**config.mk**
```make
export PLATFORM = sky130hd
export DESIGN_NAME = adhi_slot_cell
export DESIGN_NICKNAME = d
export VERILOG_FILES = /design/src/hdl/adhi_pkg.sv /design/src/hdl/adhi_slot_cell.sv
export SDC_FILE = /design/constraint.sdc
export NUM_CORES = 1
export LEC_CHECK = 0
export CAP_MARGIN = 10
export CORE_AREA = 5 5 42 44
export CTS_BUF_LIST = sky130_fd_sc_hd__clkbuf_4 sky130_fd_sc_hd__clkbuf_8
export DETAILED_ROUTE_END_ITERATION = 10
export DIE_AREA = 0 0 47 49
export DONT_BUFFER_PORTS = 1
export PLACE_DENSITY_LB_ADDON = 0.05
export SLEW_MARGIN = 20
export SYNTH_ARGS = -nofsm -noshare
export SYNTH_HDL_FRONTEND = slang
export SYNTH_SLANG_ARGS = --single-unit
```
**constraint.sdc**
```tcl
create_clock -name i_clk -period 1.3 [get_ports i_clk]
set_input_delay 0.065 -clock i_clk [delete_from_list [all_inputs] [get_ports i_clk]]
set_output_delay 0.065 -clock i_clk [all_outputs]
set_load 0.05 [all_outputs]
```
**src/hdl/adhi_pkg.sv**
```systemverilog
// Shared types and constants for the ALU delay hazard inserter.
// No dependencies; every other file imports this package.

package adhi_pkg;

    localparam int unsigned WORD_W      = 32;
    localparam int unsigned SLOT_DIST_W = 4;
    localparam int unsigned CODE_W      = 4;
    localparam int unsigned NUM_SLOTS   = 2;

    typedef enum logic [1:0] {
        CLS_NONE  = 2'd0,
        CLS_VALU  = 2'd1,
        CLS_TRANS = 2'd2,
        CLS_SALU  = 2'd3
    } t_pipe_class;

    // Action codes; any action with the upper bit set is a raw word.
    localparam logic [1:0] ACT_SINGLE = 2'd0;
    localparam logic [1:0] ACT_PAIR   = 2'd1;
    localparam logic [1:0] ACT_RAW    = 2'd2;

    // Delay ALU instruction in SOPP form: base 0xBF800000 with opcode 7 at bit 16.
    localparam logic [WORD_W-1:0] DELAY_ALU_WORD = 32'hBF87_0000;

    localparam logic [CODE_W-1:0] VALU_CODE_BASE  = 4'd1;
    localparam logic [CODE_W-1:0] VALU_SPAN       = 4'd4;
    localparam logic [CODE_W-1:0] TRANS_CODE_BASE = 4'd5;
    localparam logic [CODE_W-1:0] TRANS_SPAN      = 4'd3;
    localparam logic [CODE_W-1:0] SALU_CODE_BASE  = 4'd9;
    localparam logic [CODE_W-1:0] SALU_SPAN       = 4'd3;
    localparam logic [CODE_W-1:0] CODE_NONE       = 4'd0;

    typedef struct packed {
        t_pipe_class            cls;
        logic [SLOT_DIST_W-1:0] distance;
    } t_slot;

    typedef struct packed {
        logic advance;
        logic push;
    } t_cell_ctrl;

    function automatic logic [CODE_W-1:0] delay_code(t_pipe_class cls,
                                                     logic [SLOT_DIST_W-1:0] distance);
        logic [CODE_W-1:0] code;
        code = CODE_NONE;
        unique case (cls)
            CLS_VALU:  code = (distance < VALU_SPAN)  ? VALU_CODE_BASE + distance  : CODE_NONE;
            CLS_TRANS: code = (distance < TRANS_SPAN) ? TRANS_CODE_BASE + distance : CODE_NONE;
            CLS_SALU:  code = (distance < SALU_SPAN)  ? SALU_CODE_BASE + distance  : CODE_NONE;
            CLS_NONE:  code = CODE_NONE;
        endcase
        return code;
    endfunction

endpackage

```
**src/hdl/adhi_slot_cell.sv**
```systemverilog
// One producer slot: holds a pipeline class and distance, ages it and
// takes its neighbor's aged value on a push. Depends on adhi_pkg.

module adhi_slot_cell import adhi_pkg::*; #(
    parameter int unsigned EXPIRY_DISTANCE = 7
) (
    input  logic                i_clk,
    input  logic                i_rst_n,
    input  t_cell_ctrl          i_ctrl,
    input  t_slot               i_prev,
    output t_slot               o_aged,
    output t_slot               o_slot,
    output logic [CODE_W-1:0]   o_code
);

    localparam logic [SLOT_DIST_W-1:0] EXPIRY = SLOT_DIST_W'(EXPIRY_DISTANCE);

    t_slot r_slot;
    t_slot n_slot;
    logic [SLOT_DIST_W-1:0] w_dist;

    always_comb begin
        w_dist = (r_slot.cls != CLS_NONE) ? r_slot.distance + 1'b1 : r_slot.distance;
        o_aged.distance = w_dist;
        o_aged.cls      = (w_dist > EXPIRY) ? CLS_NONE : r_slot.cls;
        // take the neighbor's aged producer when a new one enters the chain
        n_slot = i_ctrl.push ? i_prev : o_aged;
    end

    always_ff @(posedge i_clk) begin
        if (!i_rst_n) begin
            r_slot <= '{cls: CLS_NONE, distance: '0};
        end else if (i_ctrl.advance) begin
            r_slot <= n_slot;
        end
    end

    assign o_slot = r_slot;
    assign o_code = delay_code(r_slot.cls, r_slot.distance);

endmodule

```
==> results.py, run 1 <==
metrics = {
    "synth": {
        "yosys-top-cells-area": "dfxtp_1 (23%), nand2_1 (5.1%), nand3b_1 (4.4%)",
        "ys_seq_area_share_pct": 23.5,
        "synth_simple_gate_area_share_pct": 35.0,
        "syn_nets": 80,
        "yosysMostFrequentCell": "nand2_1",
        "muxShareOfSynthArea_pct": 2.93,
        "synth_cell_type_count": 30,
        "yosys.area.top_type": "dfxtp_1",
        "yosysTopAreaCellShare_pct": 23.5,
        "yosys-top-cells-count": "nand2_1 (7), dfxtp_1 (6), nor2_1 (5)",
        "synth_top_family_by_area": "simple AND/OR/NAND/NOR gates",
        "synth_xor_area_share_pct": 6.85,
        "syn_inst": 69,
        "syn_area_per_cell_um2": 7.42,
        "async_flop_share_pct": 0,
        "syn_area_um2": 512,
        "synth_edf_count": 0,
        "synthFlopType": "dfxtp_1",
        "synth_seq_cells": 6,
        "synth_fa_ha_area_share_pct": 2.44,
        "synth_compound_area_share_pct": 19.6,
        "yosys_warnings": 0,
    },
    "drt": {
        "drt-wirelength-per-cell_um": 15.5,
        "drt_drc_violations_left": 0,
        "drt_iter0_drc": 13,
        "vias": 588,
        "via_per_inst": 5.39,
        "ant_nets": 0,
        "drt_first_pass_iters": 4,
        "wl_mm": 1.69,
    },
    "clocking": {
        "clock_latency_ns": 0.24,
        "cts.reportedPaths.clkPinSlew_ns": 0.05,
        "root_buffer": "clkbuf_4",
        "cts_tree": "built",
        "htreeDepth": 1,
        "numClockSinks": 6,
        "cts_made_buffers": 3,
        "clock_path_buffers": 2,
    },
    "sta": {
        "fin_skew_ns": 0.000271,
        "slew_headroom_pct": 79.1,
        "fmax_ghz": 0.690,
        "fin_crit_ns": 1.45,
        "setup_slack_ns": -0.149,
        "finalHoldViolCount": 0,
        "worst_pin_slew_ns": 0.313,
        "rsz0062_at_grt": "yes",
        "final-setup-viol-count": 8,
        "fin_crit_sh_pct": 111,
        "slew_viol_final": 0,
    },
    "critical_path": {
        "worstReg2RegEnd": "o_slot[1]",
        "regToRegStartpoint": "o_slot[4]",
        "crit_path_max_incr_delay_ns": 0.37,
        "cp-end-kind": "output pin",
        "reg2reg_setup_slack_ns": -0.04,
        "start_kind": "register",
        "rr_worst_depth": 5,
        "crit_slowest_cell": "dfxtp_4",
        "cp.arrival_ns": 1.38,
        "critPathRequiredTime_ns": 1.24,
        "critPathKind": "register to output pin",
        "crit_fanout": 5,
        "crit_path_cell_trace": "ha_4 -> nand2_4 -> nor2_4 -> a21oi_2 -> nor3_4 -> buf_12",
    },
    "die": {
        "io_pins": 26,
        "fp.dieH_um": 49,
        "row_count": 14,
        "fp.dieW_um": 47,
        "die_area_mm2": 0.00230,
        "initial_core_util_pct": 36.5,
        "core_region_area_mm2": 0.00140,
    },
    "grt": {
        "grt_max_degree": 13,
        "grtUsageMet3_pct": 4.06,
        "antenna_found_initial": 0,
        "grt-ovfl-total": 0,
        "use_met2_pct": 24.4,
        "grt_use_total_pct": 16.3,
        "grt.busiest_layer": "met2",
        "grt_pass1_wl_mm": 2.69,
        "grt_pass1_vias": 536,
        "use_met1_pct": 21.5,
    },
    "cells_and_area": {
        "drive_gt1_share_pct": 58.1,
        "n_antenna_cell": 0,
        "fillers": 111,
        "largest_register_ffs": 6,
        "area_delta_synth_final_pct": 102,
        "final_net_count": 106,
        "design_area_mm2": 0.00104,
        "seq_area_um2": 143,
        "final_cell_count_no_fill": 109,
        "multiInputGateArea_um2": 508,
        "finish.utilization_pct": 73.9,
    },
    "power": {
        "swShare_pct": 39.6,
        "pwr-share-clk_pct": 21.5,
        "peakVddDrop_v": 0.000575,
        "p_switching_mw": 0.325,
        "internal_power_mw": 0.496,
        "seqPwrFrac_pct": 26.6,
        "p_per_area_mw_per_mm2": 792,
        "power_frac_comb_pct": 51.9,
        "p_leak_nw": 0.418,
        "p_total_mw": 0.821,
    },
    "place": {
        "io_buffers": 0,
        "preCtsSetupSlack_ns": 0.0401,
        "placed_cells": 93,
        "dp_hpwl_mm": 1.08,
        "place_area_um2": 840,
        "gp_congestion": 0.691,
    },
    "min_path": {
        "hold_path_class": "input port to register",
        "holdPathStages": 2,
        "holdCritStartpoint": "i_ctrl[1]",
        "hold_end": "o_slot[4]",
    },
    "run_status": {
        "status": "finished with violations",
        "violations": "negative setup slack",
    },
    "flow_run": {
        "max_cap_violations": 0,
    },
}
-- worst max-delay path by stage --
| stage | from | to | slack (ns) |
|---|---|---|---|
| 2_1_floorplan | o_slot[5] | o_slot[1] | -0.15 |
| 3_3_place_gp | o_slot[1] | o_slot[2] | 0.05 |
| 3_5_place_dp | o_slot[1] | o_slot[2] | 0.04 |
| 4_1_cts | o_slot[1] | o_code[2] | -0.16 |
| 5_1_grt | o_slot[0] | o_code[2] | -0.25 |
| 6_report | o_slot[0] | o_code[2] | -0.15 |
-- timing repair --
item / 4_1_cts / 5_1_grt
setup buffers: 5 / 2
gates resized for setup: 7 / 8
setup endpoints to repair: 9 / 11
hold buffers: 4 / 2
pin swaps: 8 / 7
endpoints found under the hold margin: 6 / 1
-- cells by family after synthesis --
family          count (synthesis)
xor+xnor                        4
compound gates                 15
fa+ha+maj                       1
buf+inv                        10
simple gates                   32
flops                           6
mux                             1
-- power groups by stage --
stage          Combinational, mW  Sequential [mW]  Clock (mW)
6_report                   0.426            0.218       0.177
5_1_grt                    0.446            0.221       0.209
4_1_cts                    0.403            0.217       0.187
3_5_place_dp               0.351            0.222           0
3_3_place_gp               0.349            0.222           0
2_1_floorplan              0.239            0.247           0
-- layout make-up --
cell class,count,area share (%)
Timing Repair Buffer,29,32.4
Multi-Input combinational cell,53,49.0
Sequential cell,6,13.8
Inverter,2,0.725
Clock buffer,3,2.17
Tap cell,16,1.93
-- metrics by stage --
step	TNS [ns]	hold WS [ns]
after floorplan	-0.574	0.235
after global placement	0	0.173
after detailed placement	0	0.181
after CTS	-0.679	0.00424
after global routing	-1.36	0.00551
final	-0.706	0.0127
-- layout by cell type (no fill, tap or decap), types with 2 or more instances in the layout --
| cell | count |
|---|---|
| buf_4 | 13 |
| nor2_1 | 2 |
| dlygate4sd3_1 | 6 |
| nand2_1 | 5 |
| o21ai_2 | 2 |
| o21ai_0 | 2 |
| and2_4 | 2 |
| a22oi_1 | 2 |
| nor2_4 | 2 |
| nand4b_1 | 2 |
| clkbuf_4 | 3 |
| buf_12 | 7 |
| a21oi_1 | 3 |
| nor3_4 | 2 |
| nor2b_1 | 2 |
| nand3b_1 | 3 |
| inv_1 | 2 |
| xnor2_4 | 2 |
| nand4_1 | 2 |
| buf_6 | 2 |
| nand3_1 | 3 |
| dfxtp_4 | 6 |
-- critical path, delay by kind of cell (launching register included) --
kind            cells  cell delay [ns]
compound gates      1             0.05
fa+ha+maj           1             0.20
buf+inv             1             0.16
flops               1             0.37
simple gates        3             0.37
-- routing by layer --
metal / wire (µm) / share of wire (%) / up-vias
met5: 0 / 0 / -
met4: 21 / 1.2 / 0
met3: 71 / 4.2 / 4
met2: 865 / 51 / 17
met1: 728 / 43 / 275
li1: - / - / 292
Power figures use the tool's default switching activity.
==> run 2: changes to the inputs <==
--- a/config.mk
+++ b/config.mk
@@ -12,6 +12,7 @@
 export DIE_AREA = 0 0 47 49
 export DONT_BUFFER_PORTS = 1
 export PLACE_DENSITY_LB_ADDON = 0.05
+export REMOVE_ABC_BUFFERS = 1
 export SLEW_MARGIN = 20
 export SYNTH_ARGS = -nofsm -noshare
 export SYNTH_HDL_FRONTEND = slang
==> constraint.sdc (replaced) <==
create_clock -name i_clk -period 1.9 [get_ports i_clk]
set_input_delay 0.095 -clock i_clk [delete_from_list [all_inputs] [get_ports i_clk]]
set_output_delay 0.095 -clock i_clk [all_outputs]
set_load 0.05 [all_outputs]
==> run 2 against run 1 <==
  * The run now ends clean
  * Worst hold slack got worse by 0.0032 ns
  * First-iteration DRC count shrank 92%
  * Clock power shrank 37%
  * Die area is the same
  * Setup slack gained 0.45 ns
  * Largest power group unchanged
  * Clock-buffer cell count did not move
  * Combinational power is 55% lower
==> results.py, run 2 (same netlist as run 1, synthesis figures left out) <==
metrics = {
    "run_status": {
        "status": "complete, no violations",
    },
    "die": {
        "fp.dieH_um": 49,
        "io_pins": 26,
        "die_area_mm2": 0.00230,
        "row_count": 14,
        "initial_core_util_pct": 36.5,
        "fp.dieW_um": 47,
        "core_region_area_mm2": 0.00140,
    },
    "clocking": {
        "clock_latency_ns": 0.23,
        "htreeDepth": 1,
        "numClockSinks": 6,
        "cts_tree": "built",
        "cts_resized": 0,
        "clock_path_buffers": 2,
        "cts.reportedPaths.clkPinSlew_ns": 0.04,
        "cts_made_buffers": 3,
        "root_buffer": "clkbuf_4",
    },
    "critical_path": {
        "crit_path_cell_trace": "ha_1 -> nand2_1 -> nor2_1 -> a21oi_1 -> nor3_1 -> buf_4",
        "cp-end-kind": "output pin",
        "cp_num_buf_inv": 1,
        "crit_path_max_incr_delay_ns": 0.41,
        "start_kind": "register",
        "cp_num_cells": 6,
        "cp.arrival_ns": 1.51,
        "crit_fanout": 6,
        "crit_slowest_cell": "dfxtp_1",
        "critPathRequiredTime_ns": 1.80,
        "rr_worst_depth": 5,
        "critPathKind": "register to output pin",
        "cp_top_family": "flip-flops",
    },
    "drt": {
        "drt-wirelength-per-cell_um": 13.6,
        "vias": 541,
        "drt_first_pass_iters": 3,
        "via_per_inst": 5.52,
        "wl_mm": 1.33,
        "ant_nets": 0,
        "drt_drc_violations_left": 0,
        "drt_iter0_drc": 1,
    },
    "flow_run": {
        "max_cap_violations": 0,
    },
    "grt": {
        "grt_pass1_wl_mm": 2.15,
        "grt_max_degree": 16,
        "grt-ovfl-total": 0,
        "antenna_found_initial": 0,
        "grt_use_total_pct": 12.3,
        "grt_pass1_vias": 515,
    },
    "power": {
        "p_leak_nw": 0.307,
        "peakVddDrop_v": 0.000278,
        "p_per_area_mw_per_mm2": 657,
    },
    "cells_and_area": {
        "layout_commonest_cell": "buf_4",
        "largest_register_ffs": 6,
        "layout_common_cells": "buf_4 (14), nand2_1 (7), dfxtp_1 (6)",
        "area_delta_synth_final_pct": 34.5,
        "n_antenna_cell": 0,
        "final_net_count": 95,
        "finish.utilization_pct": 49.1,
        "design_area_um2": 688,
        "drive_gt1_share_pct": 29.3,
    },
    "sta": {
        "final-setup-viol-count": 0,
        "worst_pin_slew_ns": 0.363,
        "fin_skew_ns": 0.000795,
        "fin_crit_sh_pct": 84.3,
        "fmax_ghz": 0.625,
        "finalHoldViolCount": 0,
        "slew_headroom_pct": 75.8,
        "fin_crit_ns": 1.60,
        "rsz0062_at_grt": "no",
        "slew_viol_final": 0,
    },
    "place": {
        "place_area_um2": 646,
        "gp_congestion": 0.671,
        "io_buffers": 0,
    },
    "min_path": {
        "holdPathStages": 2,
        "hold_path_class": "input port to register",
    },
}
-- run 2: cell count changes in the layout (fill, tap and decap cells not counted), sizes merged --
cell / previous run / this run
buf: 23 / 16
dlygate4sd3: 6 / 2
-- run 2: cell type report --
cell class	count	area, µm²
clock buffer	3	22.5
fill	153	713
inverter	2	7.51
multi-input combinational	53	353
sequential	6	120
tap	16	20.0
timing repair buffer	18	165
-- run 2: repair_timing --
item | in CTS | in global routing
buffers inserted | 0 | 0
endpoints found under the setup margin | 0 | 0
hold endpoints to repair | 3 | 0
hold buffers | 2 | 0
-- run 2: final timing paths --
| path | startpoint | to | slack, ns |
|---|---|---|---|
| max | o_slot[1] | o_code[2] | 0.30 |
| min | i_rst_n | o_slot[1] | 0.009 |
| max reg2reg | o_slot[1] | o_slot[2] | 0.60 |
| min reg2reg | o_slot[1] | o_slot[1] | 0.54 |
-- run 2: stage by stage --
step	hold WS (ns)	total power, mW	setup slack, ns	setup TNS [ns]	std cells
after global placement	0.203	0.340	0.553	0	93
after detailed placement	0.210	0.340	0.531	0	93
after global routing	0.0165	0.478	0.160	0	98
after CTS	0.00570	0.459	0.275	0	98
after floorplan	0.202	0.284	-0.632	-2.19	61
final	0.00949	0.452	0.299	0	98
-- run 2: power breakdown --
part           switching [mW]  internal (mW)
sequential             0.0134          0.134
combinational           0.123         0.0704
clock                  0.0401         0.0711
-- run 2: layer usage --
| layer | track usage, % | part of all wire (%) | up-vias |
|---|---|---|---|
| met5 | 0 | 0 | - |
| met2 | 18.6 | 45 | 19 |
| met4 | 4.15 | 0.75 | 0 |
| met1 | 15.9 | 44 | 249 |
| met3 | 4.43 | 10 | 2 |
| li1 | - | - | 271 |
==> run 3: changes to the inputs <==
==> constraint.sdc (replaced) <==
create_clock -name i_clk -period 1.61 [get_ports i_clk]
set_input_delay 0.0805 -clock i_clk [delete_from_list [all_inputs] [get_ports i_clk]]
set_output_delay 0.0805 -clock i_clk [all_outputs]
set_load 0.05 [all_outputs]
==> run 3 against run 2 <==
  * First-iteration DRC count increased to 10 times the previous value
  * Sequential power increased by 21%
  * Highest routed layer is now met3
  * Clock skew increased by 0.0015 ns
  * Non-clock buffer count unchanged
  * Worst hold slack got worse by 0.0049 ns
  * Global-route usage increased by 0.70 points
  * Critical path depth decreased by 2
  * Routed wire length increased by 7.8%
  * Die area unchanged
  * Critical path type unchanged
  * Sequential share of layout area decreased by 0.056 points
  * Register-to-register slack got worse by 0.31 ns
  * Via count decreased by 0.92%
==> results.py, run 3 (same netlist as run 1, synthesis figures left out) <==
metrics = {
    "critical_path": {
        "start_kind": "register",
        "rr_worst_depth": 4,
        "critPathKind": "register to output pin",
        "cp-end-kind": "output pin",
        "critPathRequiredTime_ns": 1.53,
        "crit_fanout": 5,
        "cp.arrival_ns": 1.50,
    },
    "place": {
        "io_buffers": 0,
        "placed_cells": 93,
        "dp_hpwl_mm": 1.01,
        "gp_congestion": 0.729,
    },
    "power": {
        "p_total_mw": 0.542,
        "peakVddDrop_v": 0.000460,
        "p_leak_nw": 0.308,
        "p_per_area_mw_per_mm2": 761,
    },
    "clocking": {
        "clock_path_buffers": 2,
        "cts_made_buffers": 3,
        "clock_latency_ns": 0.24,
        "cts.reportedPaths.clkPinSlew_ns": 0.04,
        "numClockSinks": 6,
        "cts_setup_buffers": 0,
        "cts_tree": "built",
        "htreeDepth": 1,
        "root_buffer": "clkbuf_4",
    },
    "cells_and_area": {
        "final_cell_count_no_fill": 98,
        "layout_commonest_cell": "buf_4",
        "largest_register_ffs": 6,
        "drive_gt1_share_pct": 34.1,
        "area_delta_synth_final_pct": 39.1,
        "layout_common_cells": "buf_4 (12), nand2_1 (7), nor2_1 (5)",
        "n_antenna_cell": 0,
        "final_net_count": 95,
    },
    "sta": {
        "slew_viol_final": 0,
        "fin_skew_ns": 0.00228,
        "fin_crit_ns": 1.58,
        "finalHoldViolCount": 0,
        "hold_slack_ns": 0.00460,
        "fin_crit_sh_pct": 98.4,
        "worst_pin_slew_ns": 0.369,
        "slew_headroom_pct": 75.1,
        "fmax_ghz": 0.631,
        "final-setup-viol-count": 0,
    },
    "drt": {
        "drt_drc_violations_left": 0,
        "via_per_inst": 5.47,
        "drt_iter0_drc": 10,
        "ant_nets": 0,
        "drt-wirelength-per-cell_um": 14.6,
        "wl_mm": 1.43,
        "drt_first_pass_iters": 3,
        "vias": 536,
    },
    "grt": {
        "grt_pass1_vias": 506,
        "grt-ovfl-total": 0,
        "grt_use_total_pct": 13.0,
        "grt_max_degree": 16,
        "grt_pass1_wl_mm": 2.28,
        "antenna_found_initial": 0,
    },
    "die": {
        "io_pins": 26,
        "fp.dieW_um": 47,
        "fp.dieH_um": 49,
        "die_area_mm2": 0.00230,
        "core_region_area_mm2": 0.00140,
        "initial_core_util_pct": 36.5,
        "row_count": 14,
    },
    "run_status": {
        "status": "complete, no violations",
    },
    "min_path": {
        "holdPathStages": 2,
        "hold_path_class": "input port to register",
    },
    "flow_run": {
        "max_cap_violations": 0,
    },
}
run 3: power by group:
part / leakage [nW] / switching [mW] / internal, mW / total [mW]
combinational: 0.244 / 0.146 / 0.0871 / 0.233
clock: 0.0138 / 0.0461 / 0.0838 / 0.130
sequential: 0.0504 / 0.0194 / 0.160 / 0.179
total: 0.308 / 0.211 / 0.331 / 0.542
run 3: worst max-delay path, stage by stage, from the launching register on:
cell and delay, ns:
dfxtp_2 0.39, buf_6 0.20, a21oi_1 0.10, nor4bb_2 0.32
buf_4 0.25
run 3: path summary, 6_finish.rpt:
kind                                 from         to  slack [ns]
worst max-delay path            o_slot[0]  o_code[3]        0.03
worst min-delay path            i_ctrl[1]  o_slot[5]       0.005
worst max register to register  o_slot[4]  o_slot[1]        0.29
worst min register to register  o_slot[1]  o_slot[1]        0.55
run 3: metrics by stage:
stage | cell area (µm²) | util [%] | setup slack [ns] | TNS (ns)
finish | 712 | 50.8 | 0.0254 | 0
floorplan | 469 | - | -0.907 | -4.39
global route | 712 | 50.8 | -0.0215 | -0.0215
CTS | 688 | 49.1 | 0.0104 | 0
detailed placement | 646 | 46.1 | 0.270 | 0
global placement | 646 | 46.1 | 0.277 | 0
run 3: layout make-up:
cell class	count	area [µm²]
Sequential cell	6	124
Clock buffer	3	22.5
Inverter	2	7.51
Fill cell	154	689
Timing Repair Buffer	18	173
Tap cell	16	20.0
Multi-Input combinational cell	53	365
run 3: timing repair:
item,CTS,global route
endpoints found under the hold margin,4,0
setup endpoints to repair,0,8
gates resized for setup,0,7
hold buffers,2,0
run 3: per-layer routing:
metal,track usage (%),vias up,part of all wire (%)
met5,0,-,0
met1,18.7,243,45
met4,4.15,0,0
met3,2.95,0,7.7
met2,18.8,19,47
li1,-,274,-
